--- src/design/plst_pkg.sv ---
`timescale 1ns / 1ps
// ----------------------------------------------------------------------------
// plst_pkg
// Shared codes, widths and the cell control bundle of the positional list store
// ----------------------------------------------------------------------------
package plst_pkg;

   localparam int CAPACITY_DEF = 16;
   localparam int DATA_W       = 32;
   localparam int OP_W         = 3;
   localparam int POS_W        = 8;
   localparam int STATUS_W     = 3;
   localparam int FOUND_W      = 4;
   localparam int COUNT_OUT_W  = 5;
   localparam int CNT_MAX_W    = 9;
   localparam int SCAN_CHUNK   = 16;

   localparam logic [OP_W-1:0] OP_INS_FRONT = 3'd0;
   localparam logic [OP_W-1:0] OP_INS_BACK  = 3'd1;
   localparam logic [OP_W-1:0] OP_INS_POS   = 3'd2;
   localparam logic [OP_W-1:0] OP_DEL_FRONT = 3'd3;
   localparam logic [OP_W-1:0] OP_DEL_BACK  = 3'd4;
   localparam logic [OP_W-1:0] OP_DEL_POS   = 3'd5;
   localparam logic [OP_W-1:0] OP_SEARCH    = 3'd6;

   localparam logic [STATUS_W-1:0] ST_OK       = 3'd0;
   localparam logic [STATUS_W-1:0] ST_BADPOS   = 3'd1;
   localparam logic [STATUS_W-1:0] ST_EMPTY    = 3'd2;
   localparam logic [STATUS_W-1:0] ST_FULL     = 3'd3;
   localparam logic [STATUS_W-1:0] ST_NOTFOUND = 3'd4;

   typedef struct packed {
      logic                 commit;
      logic                 ins;
      logic                 del;
      logic                 search;
      logic [POS_W-1:0]     where;
      logic [CNT_MAX_W-1:0] count;
      logic [DATA_W-1:0]    value;
   } cell_ctl_type;

endpackage

--- src/design/plst_cell.sv ---
`timescale 1ns / 1ps
// ----------------------------------------------------------------------------
// plst_cell
// One entry of the list: holds a value, shifts up or down with its neighbours
// ----------------------------------------------------------------------------
module plst_cell #(
   parameter int INDEX = 0
) (
   input  logic                             clock,
   input  plst_pkg::cell_ctl_type           ctl,
   input  logic [plst_pkg::DATA_W-1:0]      lower_data,
   input  logic [plst_pkg::DATA_W-1:0]      upper_data,
   output logic [plst_pkg::DATA_W-1:0]      data,
   output logic                             hit,
   output logic [plst_pkg::DATA_W-1:0]      tap
);

   localparam logic [plst_pkg::CNT_MAX_W-1:0] MY_IDX = plst_pkg::CNT_MAX_W'(INDEX);

   logic [plst_pkg::DATA_W-1:0] data_ff;
   logic [plst_pkg::DATA_W-1:0] data_in;
   logic                        at_where;
   logic                        above_where;

   assign at_where    = MY_IDX == {1'b0, ctl.where};
   assign above_where = MY_IDX > {1'b0, ctl.where};

   always_comb begin
      data_in = data_ff;
      if (ctl.commit && ctl.ins) begin
         if (above_where) begin
            data_in = lower_data;
         end else if (at_where) begin
            data_in = ctl.value;
         end
      end else if (ctl.commit && ctl.del && (above_where || at_where)) begin
         data_in = upper_data;
      end
   end

   always_ff @(posedge clock) begin
      data_ff <= data_in;
   end

   always_comb begin
      hit = 1'b0;
      if (ctl.search) begin
         hit = (data_ff == ctl.value) && (MY_IDX < ctl.count);
      end else if (ctl.del) begin
         hit = at_where;
      end
   end

   assign tap  = (ctl.del && at_where) ? data_ff : '0;
   assign data = data_ff;

endmodule

--- src/design/plst_scan.sv ---
`timescale 1ns / 1ps
// ----------------------------------------------------------------------------
// plst_scan
// Walks the cell hit flags a chunk per cycle: first hit index and removed value
// ----------------------------------------------------------------------------
module plst_scan #(
   parameter int CAPACITY = plst_pkg::CAPACITY_DEF
) (
   input  logic                                clock,
   input  logic                                reset,
   input  logic                                load,
   input  logic                                hits [CAPACITY],
   input  logic [plst_pkg::DATA_W-1:0]         taps [CAPACITY],
   output logic                                busy,
   output logic                                found,
   output logic [$clog2(CAPACITY)-1:0]         index,
   output logic [plst_pkg::DATA_W-1:0]         removed
);

   localparam int IDX_W = $clog2(CAPACITY);
   localparam int CHUNK = (CAPACITY < plst_pkg::SCAN_CHUNK) ? CAPACITY : plst_pkg::SCAN_CHUNK;
   localparam int NCH   = (CAPACITY + CHUNK - 1) / CHUNK;
   localparam int NT    = NCH * CHUNK;
   localparam int SW    = (NCH > 1) ? $clog2(NCH) : 1;
   localparam int KW    = $clog2(CHUNK);

   logic                        hit_pad [NT];
   logic [plst_pkg::DATA_W-1:0] tap_pad [NT];
   logic                        hit_sh_ff [NT];
   logic [plst_pkg::DATA_W-1:0] tap_sh_ff [NT];
   logic                        busy_ff;
   logic [SW-1:0]               step_ff;
   logic                        found_ff;
   logic [IDX_W-1:0]            index_ff;
   logic [plst_pkg::DATA_W-1:0] acc_ff;
   logic                        chunk_any;
   logic [KW-1:0]               chunk_k;
   logic [plst_pkg::DATA_W-1:0] chunk_or;
   logic [31:0]                 index_wide;

   for (genvar g = 0; g < NT; g++) begin : g_pad
      if (g < CAPACITY) begin : g_live
         assign hit_pad[g] = hits[g];
         assign tap_pad[g] = taps[g];
      end else begin : g_fill
         assign hit_pad[g] = 1'b0;
         assign tap_pad[g] = '0;
      end
   end

   // first hit in the lowest chunk
   always_comb begin
      chunk_any = 1'b0;
      chunk_k   = '0;
      chunk_or  = '0;
      for (int k = CHUNK - 1; k >= 0; k--) begin
         if (hit_sh_ff[k]) begin
            chunk_any = 1'b1;
            chunk_k   = KW'(k);
         end
         chunk_or = chunk_or | tap_sh_ff[k];
      end
   end

   assign index_wide = 32'(step_ff) * CHUNK + 32'(chunk_k);

   always_ff @(posedge clock) begin
      if (load) begin
         for (int j = 0; j < NT; j++) begin
            hit_sh_ff[j] <= hit_pad[j];
            tap_sh_ff[j] <= tap_pad[j];
         end
         acc_ff   <= '0;
         index_ff <= '0;
      end else if (busy_ff) begin
         for (int j = 0; j < NT; j++) begin
            if (j + CHUNK < NT) begin
               hit_sh_ff[j] <= hit_sh_ff[(j + CHUNK) % NT];
               tap_sh_ff[j] <= tap_sh_ff[(j + CHUNK) % NT];
            end else begin
               hit_sh_ff[j] <= 1'b0;
               tap_sh_ff[j] <= '0;
            end
         end
         acc_ff <= acc_ff | chunk_or;
         if (!found_ff && chunk_any) begin
            index_ff <= index_wide[IDX_W-1:0];
         end
      end
   end

   always_ff @(posedge clock) begin
      if (reset) begin
         busy_ff  <= 1'b0;
         step_ff  <= '0;
         found_ff <= 1'b0;
      end else if (load) begin
         busy_ff  <= 1'b1;
         step_ff  <= '0;
         found_ff <= 1'b0;
      end else if (busy_ff) begin
         step_ff  <= step_ff + 1'b1;
         found_ff <= found_ff | chunk_any;
         if (step_ff == SW'(NCH - 1)) begin
            busy_ff <= 1'b0;
         end
      end
   end

   assign busy    = busy_ff;
   assign found   = found_ff;
   assign index   = index_ff;
   assign removed = acc_ff;

endmodule

--- src/design/positional_list_store.sv ---
`timescale 1ns / 1ps
// ----------------------------------------------------------------------------
// positional_list_store
// Ordered list of up to CAPACITY signed 32-bit values held in a chain of cells
// ----------------------------------------------------------------------------
// Each request transfer carries one operation (insert front, back or at a
// position, delete front, back or at a position, or search for a value) and
// gives exactly one response transfer with the removed value, the first
// matching index, the new entry count and a status code. Every cell compares
// against the request in parallel; the hit flags are then walked sixteen cells
// per cycle. A request transfer passes through the chunk walk, a hand-over to
// the commit, and then the cell shift with the registered response. One item
// is in flight at a time, so no new request is taken until the previous one
// has been committed and its response registered, and a stall on the response
// side holds it off further. The next request is taken while an earlier
// response is still waiting. No clearing is needed after reset.
module positional_list_store #(
   parameter int CAPACITY = plst_pkg::CAPACITY_DEF
) (
   input  logic                                        clock,
   input  logic                                        reset,
   input  logic                                        req_valid,
   output logic                                        req_stall,
   input  logic [plst_pkg::OP_W-1:0]                   req_operation,
   input  logic signed [plst_pkg::DATA_W-1:0]          req_value,
   input  logic [plst_pkg::POS_W-1:0]                  req_position,
   output logic                                        rsp_valid,
   input  logic                                        rsp_stall,
   output logic signed [plst_pkg::DATA_W-1:0]          rsp_removed_value,
   output logic [plst_pkg::FOUND_W-1:0]                rsp_found_index,
   output logic [plst_pkg::COUNT_OUT_W-1:0]            rsp_entry_count,
   output logic [plst_pkg::STATUS_W-1:0]               rsp_status
);

   localparam int IDX_W = $clog2(CAPACITY);
   localparam int CNT_W = $clog2(CAPACITY + 1);

   localparam logic [1:0] ST_IDLE = 2'd0;
   localparam logic [1:0] ST_SCAN = 2'd1;
   localparam logic [1:0] ST_DONE = 2'd2;

   logic [1:0]                          state_ff, state_in;
   logic                                ins_ff, ins_in;
   logic                                del_ff, del_in;
   logic                                srch_ff, srch_in;
   logic [plst_pkg::DATA_W-1:0]         value_ff, value_in;
   logic [plst_pkg::POS_W-1:0]          where_ff, where_in;
   logic [plst_pkg::STATUS_W-1:0]       status_ff, status_in;
   logic [CNT_W-1:0]                    count_ff, count_in;
   logic                                rsp_valid_ff, rsp_valid_in;
   logic [plst_pkg::DATA_W-1:0]         rsp_removed_ff, rsp_removed_in;
   logic [plst_pkg::FOUND_W-1:0]        rsp_found_ff, rsp_found_in;
   logic [plst_pkg::COUNT_OUT_W-1:0]    rsp_count_ff, rsp_count_in;
   logic [plst_pkg::STATUS_W-1:0]       rsp_status_ff, rsp_status_in;

   logic [plst_pkg::CNT_MAX_W-1:0]      count9;
   logic [plst_pkg::CNT_MAX_W-1:0]      where9;
   logic                                req_ins, req_del, req_srch;
   logic                                accept, can_out, commit, ok;
   logic                                scan_busy, scan_found;
   logic [IDX_W-1:0]                    scan_index;
   logic [plst_pkg::DATA_W-1:0]         scan_removed;
   logic [CNT_W-1:0]                    new_count;
   logic [31:0]                         count_wide, index_wide;
   plst_pkg::cell_ctl_type              ctl;

   logic [plst_pkg::DATA_W-1:0]         cell_data [CAPACITY];
   logic                                cell_hit  [CAPACITY];
   logic [plst_pkg::DATA_W-1:0]         cell_tap  [CAPACITY];

   assign req_stall = state_ff != ST_IDLE;
   assign accept    = req_valid && !req_stall;
   assign can_out   = !(rsp_valid_ff && rsp_stall);
   assign count9    = plst_pkg::CNT_MAX_W'(count_ff);

   assign req_ins  = (req_operation == plst_pkg::OP_INS_FRONT)
                  || (req_operation == plst_pkg::OP_INS_BACK)
                  || (req_operation == plst_pkg::OP_INS_POS);
   assign req_del  = (req_operation == plst_pkg::OP_DEL_FRONT)
                  || (req_operation == plst_pkg::OP_DEL_BACK)
                  || (req_operation == plst_pkg::OP_DEL_POS);
   assign req_srch = req_operation == plst_pkg::OP_SEARCH;

   // target index and early status of the request
   always_comb begin
      where9    = '0;
      status_in = plst_pkg::ST_OK;
      unique case (req_operation)
         plst_pkg::OP_INS_FRONT: where9 = '0;
         plst_pkg::OP_INS_BACK:  where9 = count9;
         plst_pkg::OP_INS_POS:   where9 = plst_pkg::CNT_MAX_W'(req_position);
         plst_pkg::OP_DEL_FRONT: where9 = '0;
         plst_pkg::OP_DEL_BACK:  where9 = (count9 == '0) ? '0 : count9 - 1'b1;
         plst_pkg::OP_DEL_POS:   where9 = plst_pkg::CNT_MAX_W'(req_position);
         default:                where9 = '0;
      endcase
      if (req_ins) begin
         if (where9 > count9) begin
            status_in = plst_pkg::ST_BADPOS;
         end else if (count9 >= plst_pkg::CNT_MAX_W'(CAPACITY)) begin
            status_in = plst_pkg::ST_FULL;
         end
      end else if (req_del) begin
         if (count9 == '0) begin
            status_in = plst_pkg::ST_EMPTY;
         end else if (where9 >= count9) begin
            status_in = plst_pkg::ST_BADPOS;
         end
      end
   end

   assign ok     = status_ff == plst_pkg::ST_OK;
   assign commit = (state_ff == ST_DONE) && can_out && ok && (ins_ff || del_ff);

   always_comb begin
      ctl.commit = commit;
      ctl.count  = count9;
      if (state_ff == ST_IDLE) begin
         ctl.ins    = req_ins;
         ctl.del    = req_del;
         ctl.search = req_srch;
         ctl.where  = where9[plst_pkg::POS_W-1:0];
         ctl.value  = req_value;
      end else begin
         ctl.ins    = ins_ff;
         ctl.del    = del_ff;
         ctl.search = srch_ff;
         ctl.where  = where_ff;
         ctl.value  = value_ff;
      end
   end

   for (genvar g = 0; g < CAPACITY; g++) begin : g_cell
      logic [plst_pkg::DATA_W-1:0] lower, upper;
      if (g == 0) begin : g_first
         assign lower = '0;
      end else begin : g_mid_lo
         assign lower = cell_data[g-1];
      end
      if (g == CAPACITY - 1) begin : g_last
         assign upper = '0;
      end else begin : g_mid_hi
         assign upper = cell_data[g+1];
      end
      plst_cell #(
         .INDEX (g)
      ) u_cell (
         .clock      (clock),
         .ctl        (ctl),
         .lower_data (lower),
         .upper_data (upper),
         .data       (cell_data[g]),
         .hit        (cell_hit[g]),
         .tap        (cell_tap[g])
      );
   end

   plst_scan #(
      .CAPACITY (CAPACITY)
   ) u_scan (
      .clock   (clock),
      .reset   (reset),
      .load    (accept),
      .hits    (cell_hit),
      .taps    (cell_tap),
      .busy    (scan_busy),
      .found   (scan_found),
      .index   (scan_index),
      .removed (scan_removed)
   );

   always_comb begin
      new_count = count_ff;
      if (ok && ins_ff) begin
         new_count = count_ff + 1'b1;
      end else if (ok && del_ff) begin
         new_count = count_ff - 1'b1;
      end
   end

   assign count_wide = 32'(new_count);
   assign index_wide = 32'(scan_index);

   always_comb begin
      state_in       = state_ff;
      ins_in         = ins_ff;
      del_in         = del_ff;
      srch_in        = srch_ff;
      value_in       = value_ff;
      where_in       = where_ff;
      count_in       = count_ff;
      rsp_valid_in   = rsp_valid_ff && rsp_stall;
      rsp_removed_in = rsp_removed_ff;
      rsp_found_in   = rsp_found_ff;
      rsp_count_in   = rsp_count_ff;
      rsp_status_in  = rsp_status_ff;
      unique case (state_ff)
         ST_IDLE: begin
            if (accept) begin
               ins_in   = req_ins;
               del_in   = req_del;
               srch_in  = req_srch;
               value_in = req_value;
               where_in = where9[plst_pkg::POS_W-1:0];
               state_in = ST_SCAN;
            end
         end
         ST_SCAN: begin
            if (!scan_busy) begin
               state_in = ST_DONE;
            end
         end
         ST_DONE: begin
            if (can_out) begin
               count_in       = new_count;
               rsp_valid_in   = 1'b1;
               rsp_removed_in = (ok && del_ff) ? scan_removed : '0;
               rsp_found_in   = (srch_ff && scan_found) ?
                                index_wide[plst_pkg::FOUND_W-1:0] : '0;
               rsp_count_in   = count_wide[plst_pkg::COUNT_OUT_W-1:0];
               rsp_status_in  = status_ff;
               if (srch_ff) begin
                  rsp_status_in = scan_found ? plst_pkg::ST_OK : plst_pkg::ST_NOTFOUND;
               end
               state_in = ST_IDLE;
            end
         end
         default: begin
            state_in = ST_IDLE;
         end
      endcase
   end

   always_ff @(posedge clock) begin
      if (reset) begin
         state_ff     <= ST_IDLE;
         count_ff     <= '0;
         rsp_valid_ff <= 1'b0;
      end else begin
         state_ff     <= state_in;
         count_ff     <= count_in;
         rsp_valid_ff <= rsp_valid_in;
      end
   end

   always_ff @(posedge clock) begin
      ins_ff         <= ins_in;
      del_ff         <= del_in;
      srch_ff        <= srch_in;
      value_ff       <= value_in;
      where_ff       <= where_in;
      rsp_removed_ff <= rsp_removed_in;
      rsp_found_ff   <= rsp_found_in;
      rsp_count_ff   <= rsp_count_in;
      rsp_status_ff  <= rsp_status_in;
      if (accept) begin
         status_ff <= status_in;
      end
   end

   assign rsp_valid         = rsp_valid_ff;
   assign rsp_removed_value = rsp_removed_ff;
   assign rsp_found_index   = rsp_found_ff;
   assign rsp_entry_count   = rsp_count_ff;
   assign rsp_status        = rsp_status_ff;

endmodule

--- config.mk ---
export PLATFORM = sky130hd
export DESIGN_NAME = positional_list_store
export DESIGN_NICKNAME = d
export VERILOG_FILES = /design/src/design/plst_pkg.sv /design/src/design/plst_cell.sv /design/src/design/plst_scan.sv /design/src/design/positional_list_store.sv
export SDC_FILE = /design/constraint.sdc
export NUM_CORES = 2
export LEC_CHECK = 0
export BUFFER_PORTS_ARGS = -buffer_cell sky130_fd_sc_hd__buf_4
export CAP_MARGIN = 20
export CORE_AREA = 2 2 324 326
export DETAILED_ROUTE_END_ITERATION = 7
export DIE_AREA = 0 0 326 328
export PLACE_DENSITY = 0.74
export SYNTH_ARGS = -nofsm -noshare
export SYNTH_HDL_FRONTEND = slang
export SYNTH_SLANG_ARGS = --single-unit
--- constraint.sdc ---
create_clock -name clock -period 6.7 [get_ports clock]
set_input_delay 0.67 -clock clock [delete_from_list [all_inputs] [get_ports clock]]
set_output_delay 0.67 -clock clock [all_outputs]
set_load 0.02 [all_outputs]
### Yosys cells after proc, flatten, opt, wreduce, memory -nomap -nowiden

Memories as Yosys holds them, arrays and structs flattened.
Index checks and enable logic that the tools add are counted.

| storage, ports and cells | value |
|---|---|
| register bits after elaboration | 649 |
| bits in writable memories | 528 |
| memories kept | 2 |

Memories:

| name | depth | bits a word | read ports | clocked after memory_dff | wr ports | line | RTL |
|---|---|---|---|---|---|---|---|
| u_scan.tap_sh_ff | 16 | 32 | 16 | 0 | 16 | plst_scan.sv:30 | `logic [plst_pkg::DATA_W-1:0] tap_sh_ff [NT];` |
| u_scan.hit_sh_ff | 16 | 1 | 16 | 0 | 16 | plst_scan.sv:29 | `logic hit_sh_ff [NT];` |

| operators by class | value |
|---|---|
| magnitude comparators | 34 |
| $add $sub $neg | 5 |
| multiplexer cells | 202 |
| reduce and logical (&&, ||, !) cells | 126 |
| bitwise operators | 50 |
| equality and inequality tests | 58 |

Operator list:

| kind | count |
|---|---|
| 32-bit two-way mux | 96 |
| 32-bit equality test | 16 |
| 32-bit OR | 16 |
| 1-bit two-way mux | 74 |
| 4-bit by 8-bit equality test with 1-bit output (first input constant) | 8 |
| 4-bit by 8-bit greater-than comparator with 1-bit output (first input constant) | 8 |
| 4-bit two-way mux | 16 |
| 1-bit logical AND | 59 |
| 3-bit by 1-bit != test with 1-bit output (second input constant) | 15 |
| 4-bit by 5-bit < comparator with 1-bit output (first input constant) | 8 |
| 2-bit AND reduction | 19 |
| 2-bit nonzero test | 17 |
| 1-bit OR | 33 |
| 3-bit by 8-bit equality test with 1-bit output (first input constant) | 4 |
| 3-bit by 8-bit greater-than comparator with 1-bit output (first input constant) | 4 |
| 9-bit case mux with 3 select lines | 1 |
| 1-bit logical OR | 20 |
| 3-bit by 5-bit < comparator with 1-bit output (first input constant) | 4 |
| 2-bit by 8-bit equality test with 1-bit output (first input constant) | 2 |
| 2-bit by 8-bit greater-than comparator with 1-bit output (first input constant) | 2 |
| 2-bit two-way mux | 7 |
| 11-bit two-way mux | 1 |
| 1-bit by 5-bit < comparator with 1-bit output (first input constant) | 2 |
| 2-bit by 5-bit < comparator with 1-bit output (first input constant) | 2 |
| 29 further kinds | 41 |

### Depth between registers and ports, before layout

An unclocked memory read counts as a cell.

| depth | value |
|---|---|
| depth in word-level cells | 19 |
| gate-level depth with buffers | 14 |

### Hierarchy

From an unflattened synthesis, not the netlist that was laid out.

| second synthesis, totals | value |
|---|---|
| cell total of the unflattened synthesis | 5466 |
| area total of the unflattened synthesis | 60875.9 sq um |

Modules (own cells, without submodules):

| module | instances | area each (sq um) | cells each |
|---|---|---|---|
| plst_scan | 1 | 19942.9 | 1504 |
| positional_list_store | 1 | 4398.0 | 312 |
| plst_cell (g_cell[5].u_cell) | 1 | 2384.8 | 274 |
| plst_cell (g_cell[12].u_cell) | 1 | 2331.0 | 232 |
| plst_cell (g_cell[11].u_cell) | 1 | 2318.5 | 229 |
| plst_cell (g_cell[14].u_cell) | 1 | 2316.0 | 230 |
| plst_cell (g_cell[3].u_cell) | 1 | 2313.5 | 230 |
| plst_cell (g_cell[8].u_cell) | 1 | 2309.7 | 230 |
| plst_cell (g_cell[6].u_cell) | 1 | 2303.5 | 229 |
| plst_cell (g_cell[10].u_cell) | 1 | 2297.2 | 231 |
| plst_cell (g_cell[4].u_cell) | 1 | 2292.2 | 231 |
| plst_cell (g_cell[15].u_cell) | 1 | 2288.4 | 232 |
| plst_cell (g_cell[2].u_cell) | 1 | 2283.4 | 230 |
| plst_cell (g_cell[13].u_cell) | 1 | 2279.7 | 229 |
| 4 more rows | -- | -- | -- |

### Least setup slack after synthesis

No wires, ideal clock.

| path | value |
|---|---|
| path kind | register -> register |
| start point | reg state_ff[0] |
| end point | mem u_scan.hit_sh_ff[9][0], in the netlist u_scan.hit_sh_ff[1][1], enable pin |
| setup time | 0.581 ns |
| stages on the path, launching flop included | 10 |
| required time | 6.119 ns |
| arrival | 6.183 ns |
| path buffers | 4 |
| setup slack | -0.064 ns |
| cell sequence | dfxtp_1 -> buf_2 -> nor2_4 -> buf_2 -> nand2_1 -> inv_2 -> nor2_1 -> clkbuf_1 -> buf_1 -> inv_1 |

RTL lines:

| what | line | RTL |
|---|---|---|
| start: declaration | positional_list_store.sv:42 | `logic [1:0] state_ff, state_in;` |
| start signal: assignment | positional_list_store.sv:240 | `state_ff <= state_in;` |
| end: declaration | plst_scan.sv:29 |  |

### Worst setup path in the final report

| path | value |
|---|---|
| start point | reg count_ff[0] |
| end point | reg g_cell[10].u_cell.data_ff (netlist bit g_cell[10].u_cell.data[12]) (data pin) |

| on the way | value |
|---|---|
| longest elaborated chain between the ends | 7 |
| elaborated cells between the ends (all ways) | 8 |

RTL lines:

| what | line | RTL |
|---|---|---|
| start: declaration | positional_list_store.sv:49 | `logic [CNT_W-1:0] count_ff, count_in;` |
| start signal: assignment | positional_list_store.sv:241 | `count_ff <= count_in;` |
| 5-bit by 1-bit subtractor with 6-bit output / 9-bit logical NOT (equally long branches) | positional_list_store.sv:93 | `plst_pkg::OP_DEL_BACK: where9 = (count9 == '0) ? '0 : count9 - 1'b1;` |
| 9-bit two-way mux | positional_list_store.sv:93 |  |
| 9-bit case mux with 3 select lines * | positional_list_store.sv:88 | `unique case (req_operation)` |
| 11-bit two-way mux * | positional_list_store.sv:118 | `if (state_ff == ST_IDLE) begin` |
| 4-bit by 8-bit greater-than comparator with 1-bit output * | plst_cell.sv:26 | `assign above_where = MY_IDX > {1'b0, ctl.where};` |
| 32-bit two-way mux * | plst_cell.sv:31 | `if (above_where) begin` |
| 32-bit two-way mux * | plst_cell.sv:30 | `if (ctl.commit && ctl.ins) begin` |
| named net g_cell[10].u_cell.data_in (one bit) | plst_cell.sv:21 | `logic [plst_pkg::DATA_W-1:0] data_in;` |
| end signal: assignment | plst_cell.sv:42 | `data_ff <= data_in;` |
| end: declaration | plst_cell.sv:20 | `logic [plst_pkg::DATA_W-1:0] data_ff;` |

The timed path passes the listed nets; every way through them passes the cells marked *.
A chain may end at the register's enable or synchronous reset.

==> impl_metrics.py <==
metrics = {
    "yosys": {
        "yosysTopAreaCellShare_pct": 44.2,
        "yosysSeqAreaShare_pct": 56.4,
        "synth_edf_count": 832,
        "yosysMostFrequentCell": "edfxtp_1",
        "yosysTopAreaCell": "edfxtp_1",
        "ys_ff_latch": 1176,
        "syn-cell-area_um2": 56500,
        "synth_warnings": 0,
        "async_flop_share_pct": 0,
        "ys_top_cells_by_count": "edfxtp_1 (832), dfxtp_1 (344), nand2_1 (316)",
        "ys.flop_type": "edfxtp_1",
        "synth.area.top_cells": "edfxtp_1 (44%), dfxtp_1 (12%), a221o_1 (4.5%), a22o_1 (4.5%), xnor2_1 (4.4%)",
        "synth_fp_nets": 4929,
        "syn-instance-count": 4873,
        "syn_avg_cell_area_um2": 11.6,
        "synth.distinct_cells": 82,
    },
    "floorplanning": {
        "fp-row-count": 118,
        "die_y_um": 328,
        "dieArea_um2": 107000,
        "die_w_um": 326,
        "io_pins": 93,
        "initial_core_util_pct": 54.8,
        "coreArea_um2": 103000,
    },
    "global_route": {
        "antenna_found_initial": 22,
        "track_usage_pct": 50.4,
        "grt_pass1_vias": 43404,
        "grt_pass1_wl_mm": 367,
        "grt-ovfl-total": 0,
        "grt_max_degree": 172,
    },
    "cells_and_area": {
        "drive_gt1_share_pct": 12.0,
        "fillers": 8060,
        "nets": 4914,
        "syn_to_final_growth_pct": 12.8,
    },
    "sta": {
        "setup_viol": 0,
        "slew_violations": 0,
        "period_minus_slack_ns": 5.03,
        "tns_ns": 0,
        "worst_pin_slew_ns": 1.32,
        "fin_ws_ns": 1.67,
        "clock.fmax_mhz": 199,
        "skew_ns": 0.0301,
        "hold_viol": 0,
        "slew_headroom_pct": 11.4,
        "rsz0062_at_grt": "false",
        "hold_slack_ns": 0.0983,
        "period_share_pct": 75.1,
    },
    "outcome": {
        "violations": "design-rule violations",
        "status": "complete, but fails checks",
    },
    "placement": {
        "hpwl_mm": 189,
        "dp_slack_ns": 1.93,
        "port_buffers": 92,
        "place_congestion": 1.12,
    },
    "clock_tree": {
        "numCtsBuffers": 130,
        "insertion_delay_ns": 0.78,
        "ctsHoldBuffers": 0,
        "post_cts_buffers": 0,
        "clk_path_buf_depth": 3,
        "ctsResizeCount": 0,
        "clock-sinks": 1176,
        "path_clk_slew_ns": 0.07,
        "clockRootBuffer": "clkbuf_16",
        "h-tree-depth": 4,
        "cts_tree": "built",
    },
    "critical_path": {
        "reg2reg_from": "count_ff[0]",
        "path_class": "flop to flop",
        "ff2ff_setup_slack_ns": 1.67,
        "r2r-end": "g_cell[10].u_cell.data[12]",
        "critical_path_arrival_ns": 5.67,
        "reg2reg_depth": 11,
        "critPathMaxFanout": 32,
        "worst-endpoint-required_ns": 7.34,
        "start_kind": "flop",
        "endpoint_kind": "flop",
    },
    "power_and_ir_drop": {
        "p_leak_nw": 23.0,
        "power_density_nw_per_um2": 286,
        "ir_drop_mv": 0.221,
    },
    "hold_path": {
        "whs_endpoint": "value_ff[27]",
        "hold_path_class": "input port to flop",
        "min_from": "req_value[27]",
        "whs_path_depth": 1,
    },
    "detailed_routing": {
        "viasPerCell": 7.55,
        "vias": 48017,
        "drc": 1,
        "post_drt_wl_per_cell_um": 43.3,
        "drtIter0Drc": 9958,
        "drtAntennaViolNets": 0,
        "dr.pass1.iters": 8,
        "wl_mm": 275,
    },
    "job": {
        "drv_cap": 0,
    },
}
## per-layer routing
metal	vias up	global-route usage, %	routed length, µm
met2	4869	66.3	107000
li1	18747	-	-
met4	18	36.3	24000
met5	-	1.11	292
met1	23397	65.8	97000
met3	986	21.6	46900
## cells by family after synthesis
kind of cell,synth area share (%)
compound gates,16.9
xor+xnor,8.01
fa+ha+maj,0.199
simple gates,13.4
flops,56.4
buf+inv,3.34
mux,1.77
## layout by cell type, fill, tap and decap left out, drive strengths merged, types with 109 or more instances in the layout
master / n
dfxtp: 344
nor3: 109
xor2: 236
nor4: 214
clkbuf: 185
a22o: 288
and3: 162
edfxtp: 832
nand2: 318
xnor2: 281
a221o: 253
a21oi: 191
buf: 265
nor2: 197
and2: 228
o21ai: 159
## sequential cells by signal (all words and copies together), names as in the netlist, 2 cells and up
register	flops
u_scan.hit_sh_ff	16
status_ff	2
where_ff	8
g_cell.u_cell.data	512
u_scan.removed	32
rsp_removed_value	32
rsp_entry_count	5
value_ff	32
rsp_found_index	4
count_ff	5
state_ff	2
rsp_status	3
u_scan.index	4
u_scan.tap_sh_ff	512
## critical path: stages (launching register included)
cell and delay [ns]:
dfxtp_1 0.52, inv_1 0.26, ha_1 0.28, nor4b_1 0.53, o41ai_1 0.27, a21oi_2 0.15, buf_4 0.29, nand2_1 0.19
a21oi_4 0.60, buf_4 0.50, and2_2 0.93, a221o_1 0.28
## layout make-up
class	count	area [µm²]	area share [%]
flip-flops and latches	1176	31900	50.0
inverters	27	108	0.169
well taps	1380	1730	2.71
clock buffers	185	3600	5.65
repair buffers	265	2210	3.47
multi-input cells	3258	23600	37.0
clock inverters	54	636	0.996
diodes	12	30.0	0.0471
## per-stage QoR
step                      total power, mW  cells  area, µm²  utilization (%)
after CTS                            18.0   6343      63700             61.8
after detailed placement             10.9   6104      59500             57.7
after global routing                 18.4   6346      63800             61.8
final                                18.2   6357      63800             61.8
after floorplan                      9.54   4873      56500                -
after global placement               10.8   6102      59500             57.6
## worst max path at each step
stage	start	end	slack, ns	cells past startpoint
finish	count_ff[0]	g_cell[10].u_cell.data[12]	1.67	11
global route	count_ff[0]	g_cell[15].u_cell.data[6]	1.58	10
CTS	count_ff[0]	g_cell[10].u_cell.data[12]	1.88	11
detailed placement	count_ff[0]	g_cell[10].u_cell.data[12]	1.93	11
global placement	count_ff[0]	g_cell[10].u_cell.data[0]	1.99	11
floorplan	state_ff[0]	u_scan.hit_sh_ff[1][1]	0.81	9
## power breakdown
part           internal, mW  leakage (nW)  switching [mW]
Sequential             7.98          10.6           0.138
Combinational         0.640          10.4            2.19
Clock                  4.11          2.06            3.16
Power figures use the tool's default switching activity.
